$ cat src/rtl/hds_pkg.sv
// Shared types and constants of the hit distance sorter.
package hds_pkg;

   localparam int MAX_HITS_DEFAULT = 16;
   localparam int KEY_WIDTH        = 32;
   localparam int TAG_WIDTH        = 8;

   // One stored hit record.
   typedef struct packed {
      logic                        valid;
      logic signed [KEY_WIDTH-1:0] key;
      logic        [TAG_WIDTH-1:0] tag;
   } cell_data_type;

   localparam cell_data_type CELL_EMPTY = '{valid: 1'b0, key: '0, tag: '0};

   // What every cell of the chain does this cycle.
   typedef enum logic [1:0] {
      OP_HOLD,
      OP_INSERT,
      OP_DRAIN
   } cell_op_type;

   typedef enum logic {
      ST_FILL,
      ST_DRAIN
   } sorter_state_type;

   // Status from the datapath to the controller.
   typedef struct packed {
      logic req_fire;
      logic batch_end;
      logic full;
      logic rsp_fire;
      logic rsp_last;
   } ctrl_status_type;

   // Commands from the controller to the datapath and the channels.
   typedef struct packed {
      cell_op_type op;
      logic        req_ready;
      logic        rsp_valid;
      logic        overflowed;
   } ctrl_cmd_type;

endpackage

$ cat src/rtl/hds_if.sv
// Channel interfaces of the hit distance sorter.
interface hds_req_if;
   logic              valid;
   logic              ready;
   logic signed [31:0] hit_distance;
   logic        [7:0]  hit_tag;
   logic               batch_end;

   modport source (output valid, hit_distance, hit_tag, batch_end, input ready);
   modport sink   (input valid, hit_distance, hit_tag, batch_end, output ready);
   modport monitor (input valid, ready, hit_distance, hit_tag, batch_end);
endinterface

interface hds_rsp_if;
   logic               valid;
   logic               ready;
   logic signed [31:0] sorted_distance;
   logic        [7:0]  sorted_tag;
   logic               run_last;
   logic               overflowed;

   modport source (output valid, sorted_distance, sorted_tag, run_last, overflowed,
                   input ready);
   modport sink   (input valid, sorted_distance, sorted_tag, run_last, overflowed,
                   output ready);
   modport monitor (input valid, ready, sorted_distance, sorted_tag, run_last, overflowed);
endinterface

$ cat src/rtl/hds_cell.sv
// One cell of the insertion chain: holds a record, inserts or shifts.
module hds_cell (
   input  logic                   clock,
   input  logic                   reset,
   input  hds_pkg::cell_op_type   op,
   input  hds_pkg::cell_data_type new_rec,
   input  hds_pkg::cell_data_type prev_data,
   input  logic                   prev_greater,
   input  hds_pkg::cell_data_type next_data,
   output hds_pkg::cell_data_type data,
   output logic                   greater
);
   import hds_pkg::*;

   cell_data_type data_ff;
   cell_data_type data_in;

   // Empty cells count as greater so that the first empty one takes the record.
   // Equal keys are not greater, which keeps arrival order.
   assign greater = !data_ff.valid || (data_ff.key > new_rec.key);
   assign data    = data_ff;

   always_comb begin
      data_in = data_ff;
      case (op)
         OP_INSERT: begin
            if (greater) begin
               data_in = prev_greater ? prev_data : new_rec;
            end
         end
         OP_DRAIN: begin
            data_in = next_data;
         end
         default: begin
            data_in = data_ff;
         end
      endcase
   end

   always_ff @(posedge clock) begin
      if (reset) begin
         data_ff.valid <= 1'b0;
      end else begin
         data_ff <= data_in;
      end
   end

endmodule

$ cat src/rtl/hds_ctrl.sv
// Fill/drain controller and batch overflow flag.
module hds_ctrl (
   input  logic                     clock,
   input  logic                     reset,
   input  hds_pkg::ctrl_status_type status,
   output hds_pkg::ctrl_cmd_type    cmd
);
   import hds_pkg::*;

   sorter_state_type state_ff;
   sorter_state_type state_in;
   logic             overflow_ff;
   logic             overflow_in;

   always_ff @(posedge clock) begin
      if (reset) begin
         state_ff    <= ST_FILL;
         overflow_ff <= 1'b0;
      end else begin
         state_ff    <= state_in;
         overflow_ff <= overflow_in;
      end
   end

   always_comb begin
      state_in       = state_ff;
      overflow_in    = overflow_ff;
      cmd.op         = OP_HOLD;
      cmd.req_ready  = 1'b0;
      cmd.rsp_valid  = 1'b0;
      cmd.overflowed = overflow_ff;
      case (state_ff)
         ST_FILL: begin
            cmd.req_ready = 1'b1;
            if (status.req_fire) begin
               // drop the record when the chain is full
               if (status.full) begin
                  overflow_in = 1'b1;
               end else begin
                  cmd.op = OP_INSERT;
               end
               if (status.batch_end) begin
                  state_in = ST_DRAIN;
               end
            end
         end
         ST_DRAIN: begin
            cmd.rsp_valid = 1'b1;
            if (status.rsp_fire) begin
               cmd.op = OP_DRAIN;
               if (status.rsp_last) begin
                  overflow_in = 1'b0;
                  state_in    = ST_FILL;
               end
            end
         end
         default: begin
            state_in = ST_FILL;
         end
      endcase
   end

endmodule

$ cat src/rtl/hit_distance_sorter_core.sv
// Hit distance sorter: stable ascending sort of one ray's hit records.
//
// Records arrive on req_if (hit_distance, hit_tag, batch_end), one per cycle
// while req_if.ready is high. Each accepted record is placed into a chain of
// MAX_HITS cells kept in ascending signed key order; equal keys keep arrival
// order. Records beyond MAX_HITS are dropped and mark the batch overflowed.
// The transaction with batch_end high closes the batch: in the next cycle the
// smallest record appears on rsp_if, and each accepted rsp transaction shifts
// the chain by one cell, so results follow at one per cycle while rsp_if.ready
// is high. run_last flags the final record; overflowed is set on every result
// of a dropping batch. While a batch drains, req_if.ready stays low, since the
// single cell chain serves both filling and draining.
// If the receiver stalls, the current result holds and the chain waits.
// Reset empties the chain, clears the overflow flag and opens the input.
module hit_distance_sorter_core #(
   parameter int MAX_HITS = hds_pkg::MAX_HITS_DEFAULT
) (
   input logic     clock,
   input logic     reset,
   hds_req_if.sink   req_if,
   hds_rsp_if.source rsp_if
);
   import hds_pkg::*;

   cell_data_type   cell_data    [MAX_HITS];
   logic            cell_greater [MAX_HITS];
   cell_data_type   new_rec;
   ctrl_status_type status;
   ctrl_cmd_type    cmd;

   assign new_rec = '{valid: 1'b1, key: req_if.hit_distance, tag: req_if.hit_tag};

   genvar i;
   generate
      for (i = 0; i < MAX_HITS; i++) begin : g_cell
         cell_data_type prev_data;
         logic          prev_greater;
         cell_data_type next_data;

         if (i == 0) begin : g_first
            assign prev_data    = CELL_EMPTY;
            assign prev_greater = 1'b0;
         end else begin : g_inner
            assign prev_data    = cell_data[i-1];
            assign prev_greater = cell_greater[i-1];
         end

         if (i == MAX_HITS - 1) begin : g_last
            assign next_data = CELL_EMPTY;
         end else begin : g_more
            assign next_data = cell_data[i+1];
         end

         hds_cell u_cell (
            .clock        (clock),
            .reset        (reset),
            .op           (cmd.op),
            .new_rec      (new_rec),
            .prev_data    (prev_data),
            .prev_greater (prev_greater),
            .next_data    (next_data),
            .data         (cell_data[i]),
            .greater      (cell_greater[i])
         );
      end
   endgenerate

   assign status.req_fire  = req_if.valid && req_if.ready;
   assign status.batch_end = req_if.batch_end;
   assign status.full      = cell_data[MAX_HITS-1].valid;
   assign status.rsp_fire  = rsp_if.valid && rsp_if.ready;
   assign status.rsp_last  = !cell_data[1].valid;

   hds_ctrl u_ctrl (
      .clock  (clock),
      .reset  (reset),
      .status (status),
      .cmd    (cmd)
   );

   assign req_if.ready           = cmd.req_ready;
   assign rsp_if.valid           = cmd.rsp_valid;
   assign rsp_if.sorted_distance = cell_data[0].key;
   assign rsp_if.sorted_tag      = cell_data[0].tag;
   assign rsp_if.run_last        = !cell_data[1].valid;
   assign rsp_if.overflowed      = cmd.overflowed;

endmodule

$ cat src/flat_wrapper.sv
// flat-port wrapper written by rule: the top's interface ports become plain ports
module hit_distance_sorter_core_flat import hds_pkg::*;
#(
   parameter int MAX_HITS = hds_pkg::MAX_HITS_DEFAULT
)
  (clock, reset, req_if_valid, req_if_hit_distance, req_if_hit_tag, req_if_batch_end, req_if_ready, rsp_if_valid, rsp_if_sorted_distance, rsp_if_sorted_tag, rsp_if_run_last, rsp_if_overflowed, rsp_if_ready);
  hds_req_if req_if_i ();
  hds_rsp_if rsp_if_i ();
  input logic clock;
  input logic reset;
  input wire logic [$bits(req_if_i.valid)-1:0] req_if_valid;
  input wire logic [$bits(req_if_i.hit_distance)-1:0] req_if_hit_distance;
  input wire logic [$bits(req_if_i.hit_tag)-1:0] req_if_hit_tag;
  input wire logic [$bits(req_if_i.batch_end)-1:0] req_if_batch_end;
  output wire logic [$bits(req_if_i.ready)-1:0] req_if_ready;
  output wire logic [$bits(rsp_if_i.valid)-1:0] rsp_if_valid;
  output wire logic [$bits(rsp_if_i.sorted_distance)-1:0] rsp_if_sorted_distance;
  output wire logic [$bits(rsp_if_i.sorted_tag)-1:0] rsp_if_sorted_tag;
  output wire logic [$bits(rsp_if_i.run_last)-1:0] rsp_if_run_last;
  output wire logic [$bits(rsp_if_i.overflowed)-1:0] rsp_if_overflowed;
  input wire logic [$bits(rsp_if_i.ready)-1:0] rsp_if_ready;
  assign req_if_i.valid = req_if_valid;
  assign req_if_i.hit_distance = req_if_hit_distance;
  assign req_if_i.hit_tag = req_if_hit_tag;
  assign req_if_i.batch_end = req_if_batch_end;
  assign req_if_ready = req_if_i.ready;
  assign rsp_if_valid = rsp_if_i.valid;
  assign rsp_if_sorted_distance = rsp_if_i.sorted_distance;
  assign rsp_if_sorted_tag = rsp_if_i.sorted_tag;
  assign rsp_if_run_last = rsp_if_i.run_last;
  assign rsp_if_overflowed = rsp_if_i.overflowed;
  assign rsp_if_i.ready = rsp_if_ready;
  hit_distance_sorter_core #(.MAX_HITS(MAX_HITS)) u_core (.clock(clock), .reset(reset), .req_if(req_if_i), .rsp_if(rsp_if_i));
endmodule
$ cat config.mk
export PLATFORM = sky130hd
export DESIGN_NAME = hit_distance_sorter_core_flat
export DESIGN_NICKNAME = d
export VERILOG_FILES = /design/src/rtl/hds_pkg.sv /design/src/rtl/hds_if.sv /design/src/rtl/hds_cell.sv /design/src/rtl/hds_ctrl.sv /design/src/rtl/hit_distance_sorter_core.sv /design/src/flat_wrapper.sv
export SDC_FILE = /design/constraint.sdc
export NUM_CORES = 2
export LEC_CHECK = 0
export BUFFER_PORTS_ARGS = -buffer_cell sky130_fd_sc_hd__buf_2
export CELL_PAD_IN_SITES_DETAIL_PLACEMENT = 1
export CELL_PAD_IN_SITES_GLOBAL_PLACEMENT = 1
export CORE_MARGIN = 3
export CORE_UTILIZATION = 51
export DETAILED_ROUTE_END_ITERATION = 8
export PLACE_DENSITY_LB_ADDON = 0.1
export SYNTH_ARGS = -nofsm -noshare
export SYNTH_HDL_FRONTEND = slang
export SYNTH_SLANG_ARGS = --single-unit
export TNS_END_PERCENT = 100
$ cat constraint.sdc
create_clock -name clock -period 5.54 [get_ports clock]
set_input_delay 0.277 -clock clock [delete_from_list [all_inputs] [get_ports clock]]
set_output_delay 0.277 -clock clock [all_outputs]
set_load 0.01 [all_outputs]
======== After elaboration in Yosys (flattened, before gate mapping) ========
Index checks and enable logic that the tools add are counted.
Widths: inputs -> output; s select.
storage, ports and cells
  flip-flop bits (word level) ............. 658
  logic and storage cells ................. 221
  output and inout bits ................... 44
  input port bits ......................... 45
operators by class
  mux-type cells .......................... 63
  bitwise operators ....................... 2
  equal/unequal tests ..................... 22
  magnitude comparators ................... 16
  reduce and logical (&&, ||, !) cells .... 68
operators with widths
  kind                number
  $pmux 41 s2         16
  $mux 41             31
  $gt 32x32->1        16
  $reduce_and 3->1    16
  $ne 2x2->1 const B  17
  $reduce_and 2->1    16
  $logic_not 1->1     16
  $logic_or 1x1->1    16
  $mux 1              12
  $ne 2x1->1 const B  3
  $pmux 1 s2          2
  $pmux 2 s2          1
  $reduce_and 4->1    1
  $eq 2x1->1 const B  1
  $eq 2x2->1 const B  1
  $logic_and 1x1->1   2
  $mux 2              1
  $not 1->1           2
  $reduce_bool 2->1   1

======== Depth between registers and ports, before layout ========
  depth in word-level cells ............... 7
  gate-level depth with buffers ........... 12
  depth with buffers taken out ............ 9

======== Hierarchy ========
From an unflattened synthesis, not the netlist that was laid out.
second synthesis, totals
  cell total of the unflattened synthesis .. 4,959
  area, all modules ....................... 48,004.8 µm²
modules (own cells, without submodules)
  module                                  cells an instance  seq. area each (µm²)  instances  area each (µm²)
  hds_cell (u_core.g_cell[0].u_cell ...)  309                1,221.2               15         2,991.6
  hds_cell (u_core.g_cell[9].u_cell)      304                1,221.2               1          2,971.6
  hds_ctrl                                15                 40.0                  1          135.1
  hit_distance_sorter_core                5                  0.0                   1          23.8

======== Worst setup path after synthesis ========
Ideal clock, no wire load.
  path type ............................... input port to flip-flop
  from .................................... input req_if_hit_distance[1]
  to ...................................... register u_core.g_cell[10].u_cell.data_ff, in the netlist u_core.g_cell[10].u_cell.data[0], enable pin
  stages .................................. 12
  path buffers ............................ 3
  required time ........................... 5.089 ns
  arrival ................................. 4.664 ns
  setup time .............................. 0.451 ns
  slack ................................... 0.425 ns
  cell sequence ........................... inv_1 ha_1 nor2b_1 o211ai_1 a21oi_1 o311a_1 or4_1 clkbuf_1 and3_1 clkbuf_1 clkbuf_1 a21oi_1
on the way
  word-level cells in the longest chain between the ends .. 4
RTL lines
  element                            line                source
  start, declared                    flat_wrapper.sv:12  input wire logic [$bits(req_if_i.hit_distance)-1:0] req_if_hit_distance;
  $gt 32x32->1                       hds_cell.sv:20      assign greater = !data_ff.valid || (data_ff.key > new_rec.key);
  $logic_or 1x1->1                   hds_cell.sv:20
  $ne 2x2->1 (no source line)        -
  $reduce_and 3->1 (no source line)  -
  end signal, assigned               hds_cell.sv:44      data_ff <= data_in;
  end, declared                      hds_cell.sv:15      cell_data_type data_ff;
No other way between the ends.
A chain may end at the register's enable or synchronous reset.

======== Worst setup path in the final report ========
  from .................................... register u_core.g_cell[11].u_cell.data_ff, in the netlist u_core.g_cell[11].u_cell.data[29]
  to ...................................... register u_core.g_cell[11].u_cell.data_ff, in the netlist u_core.g_cell[11].u_cell.data[9], enable pin
on the way
  word-level cells in the longest chain between the ends .. 4
RTL lines
  element                            line
  start, declared                    hds_cell.sv:15
  start signal, assigned             hds_cell.sv:44
  $gt 32x32->1                       hds_cell.sv:20
  $logic_or 1x1->1                   hds_cell.sv:20
  $ne 2x2->1 (no source line)        -
  $reduce_and 3->1 (no source line)  -
No other way between the ends.

==> impl_metrics.ini <==
[status]
outcome = finished, final reports clean

[placement]
place.gp.congestion = 0.944
port_buffers = 88
hpwl_mm = 134

[yosys]
syn_area_per_cell_um2 = 9.99
synth_area_leaders = edfxtp_1, ha_1, a221o_1
yosysSeqAreaShare = 0.427
netlist_instances = 4592
async_reset_ff_frac = 0
ys_ff_latch = 658
synth_flop_cell = edfxtp_1
yosysUniqueCellTypes = 70
netlist_area_um2 = 45900
syn-num-nets = 5117
synth_edf_count = 640
yosysMostFrequentCell = nand2_1
yosys-top-cells-count = nand2_1, edfxtp_1, ha_1
yosys.area.top_type = edfxtp_1
synth_top_area_share = 0.419
yosysWarnings = 0

[cts]
clk_pin_slew_worst_paths_ps = 60
cts_max_path_buffers = 3
root_buffer = clkbuf_16
cts_resized = 0
worstSkewPairLatency_ps = 660
post_cts_buffers = 0
ctsHoldBuffers = 2
h-tree-depth = 3
cts.sinks = 658
numCtsBuffers = 80
cts_tree = done

[route]
vias_per_cell = 7.29
via_count = 41600
drt_iter0_drc = 4042
wl_per_cell_um = 31.9
dr.pass1.iters = 5
met3_length_mm = 9.99
wl_met1_mm = 70.6
drc = 0
finalWirelength_mm = 182
routed.top_layer = met5
ant_nets = 0
wl_met2_mm = 86.1

[sta]
slew-limit-headroom = 0.168
tightest_slew_ps = 1240
setup_viol = 0
period_share = 0.796
rsz0062_at_grt = no
maxSlewViolCount = 0
max_freq_mhz = 227
finalClockSkew_ps = 17.2
setup_tns_ps = 0
period_needed_ps = 4410
hold_viol_final = 0

[layout]
drive_above_1_share = 0.0938
fin_nets = 5006
filler_cell_count = 9610
synthToLayoutAreaGrowth_pct = 9.52

[pwr]
power.density_nw_per_um2 = 314
internal_power_mw = 10.6
power_frac_clock = 0.343
power.total_mw = 15.8
p_leak_nw = 20.0
total_switching_power_mw = 5.17
p_seq_frac = 0.416
irDropWorstVdd_mv = 0.263
comb_power_share = 0.241
p_sw_frac = 0.328

[global_routing]
grt_max_degree = 147
grt_pass1_vias = 43000
grt_usage = 0.381
grt_pass1_wl_mm = 272
globalRoute.totalOverflow = 0
antenna_found_initial = 5

[job]
maxCapViolations = 0

[setup_path]
r2r_setup_slack_ps = 1130
worstPathArrival_ps = 4700
startpoint = u_core.g_cell[11].u_cell.data[29]$_DFFE_PP_
setup.worst_path.class = reg -> reg
timing.rr.start = u_core.g_cell[11].u_cell.data[29]$_DFFE_PP_
path_max_fanout = 40
rr_endpoint = u_core.g_cell[11].u_cell.data[9]$_DFFE_PP_
endpoint = u_core.g_cell[11].u_cell.data[9]$_DFFE_PP_
crit_path_end_kind = register
critPathLaunchType = register
required_ps = 5830
rr_worst_depth = 10

[die]
start_util = 0.517
core.rowCount = 109
die_w_um = 306
coreArea_um2 = 88800
io_pins = 89
dieArea_um2 = 93600
die_y_um = 306

[min_path]
hp-class = in -> reg
kinds of logic after synthesis:
logic type               Yosys count  synth area share
AO/OA/AOI/OAI                   1431             0.229
flip-flops                       658             0.427
adder cells (fa/ha/maj)          480             0.131
multiplexers                     120            0.0262
buffers and inverters            512            0.0466
AND/OR/NAND/NOR                 1391             0.140
worst max-delay path: stages (launching register included):
cell,delay (ps)
edfxtp_1,480
ha_1,350
a21oi_1,80
o21ai_0,360
a21oi_1,100
o31ai_1,800
a21bo_2,820
nor3_2,70
buf_4,240
a21oi_4,140
buf_4,560
flip-flops by register name (all words and copies together) (netlist names):
register	cells
u_core.g_cell.u_cell.data	656
u_core.u_ctrl.overflow_ff	1
u_core.u_ctrl.state_ff	1
through the flow:
stage	hold slack [ps]	setup slack [ps]	instances	utilization	instance area, um2
CTS	28.4	1280	5708	0.566	50200
detailed placement	536	918	5562	0.537	47700
global placement	527	1010	5562	0.537	47700
floorplan	466	425	4592	-	45900
global route	77.4	1010	5708	0.566	50200
finish	60.4	1130	5709	0.566	50200
worst min path at each step:
stage | start | endpoint | slack [ps] | depth (start not counted)
floorplan | req_if_valid | u_core.u_ctrl.state_ff$_SDFF_PP0_ | 470 | 2
global placement | u_core.g_cell[15].u_cell.data[38]$_SDFFCE_PP0P_ | u_core.g_cell[14].u_cell.data[38]$_DFFE_PP_ | 530 | 1
detailed placement | u_core.g_cell[15].u_cell.data[16]$_SDFFCE_PP0P_ | u_core.g_cell[14].u_cell.data[16]$_DFFE_PP_ | 540 | 1
CTS | req_if_hit_tag[2] | u_core.g_cell[4].u_cell.data[2]$_DFFE_PP_ | 30 | 3
global route | req_if_hit_distance[27] | u_core.g_cell[2].u_cell.data[35]$_DFFE_PP_ | 80 | 3
finish | req_if_hit_tag[2] | u_core.g_cell[4].u_cell.data[2]$_DFFE_PP_ | 60 | 3
power by group through the flow:
stage / registers, mW / logic, mW / clock network, mW
floorplan: 6.46 / 2.49 / 0
global placement: 6.64 / 3.49 / 0
detailed placement: 6.64 / 3.67 / 0
CTS: 6.55 / 3.72 / 5.43
global route: 6.59 / 4.12 / 5.62
finish: 6.56 / 3.80 / 5.40
layer usage:
layer / vias up / global-route usage
li1: 18000 / -
met1: 21100 / 0.462
met2: 1870 / 0.631
met3: 568 / 0.0401
met4: 2 / 0.280
met5: - / 0
area by class of cell:
class                      count  area [um2]  area share
antenna                        1        2.50   0.0000498
sequential                   658       19600       0.390
inverter                      78         293     0.00583
tap                         1165        1460      0.0290
multi-input combinational   3422       24600       0.490
clock inverter                36         340     0.00677
timing repair buffer         241        1740      0.0347
clock buffer                 108        2220      0.0442
cell usage in the layout (no fill, tap or decap), types with 11 or more instances in the layout:
cell / n
a211oi_1: 13
a21boi_0: 15
a21o_1: 32
a21oi_1: 284
a21oi_4: 14
a221o_1: 379
a31oi_1: 281
and2_1: 11
and4_1: 50
buf_12: 12
buf_2: 88
buf_4: 139
clkbuf_1: 20
clkbuf_16: 83
clkinv_2: 14
dfxtp_1: 17
edfxtp_1: 640
ha_1: 480
inv_1: 77
mux2i_1: 120
nand2_1: 690
nand3_1: 90
nand4_1: 206
nor2_1: 201
nor2b_1: 19
nor3_1: 65
nor4_1: 13
o211ai_1: 138
o21a_1: 21
o21ai_0: 86
o31a_1: 14
o31ai_1: 69
(Power assumes the default switching activity.)
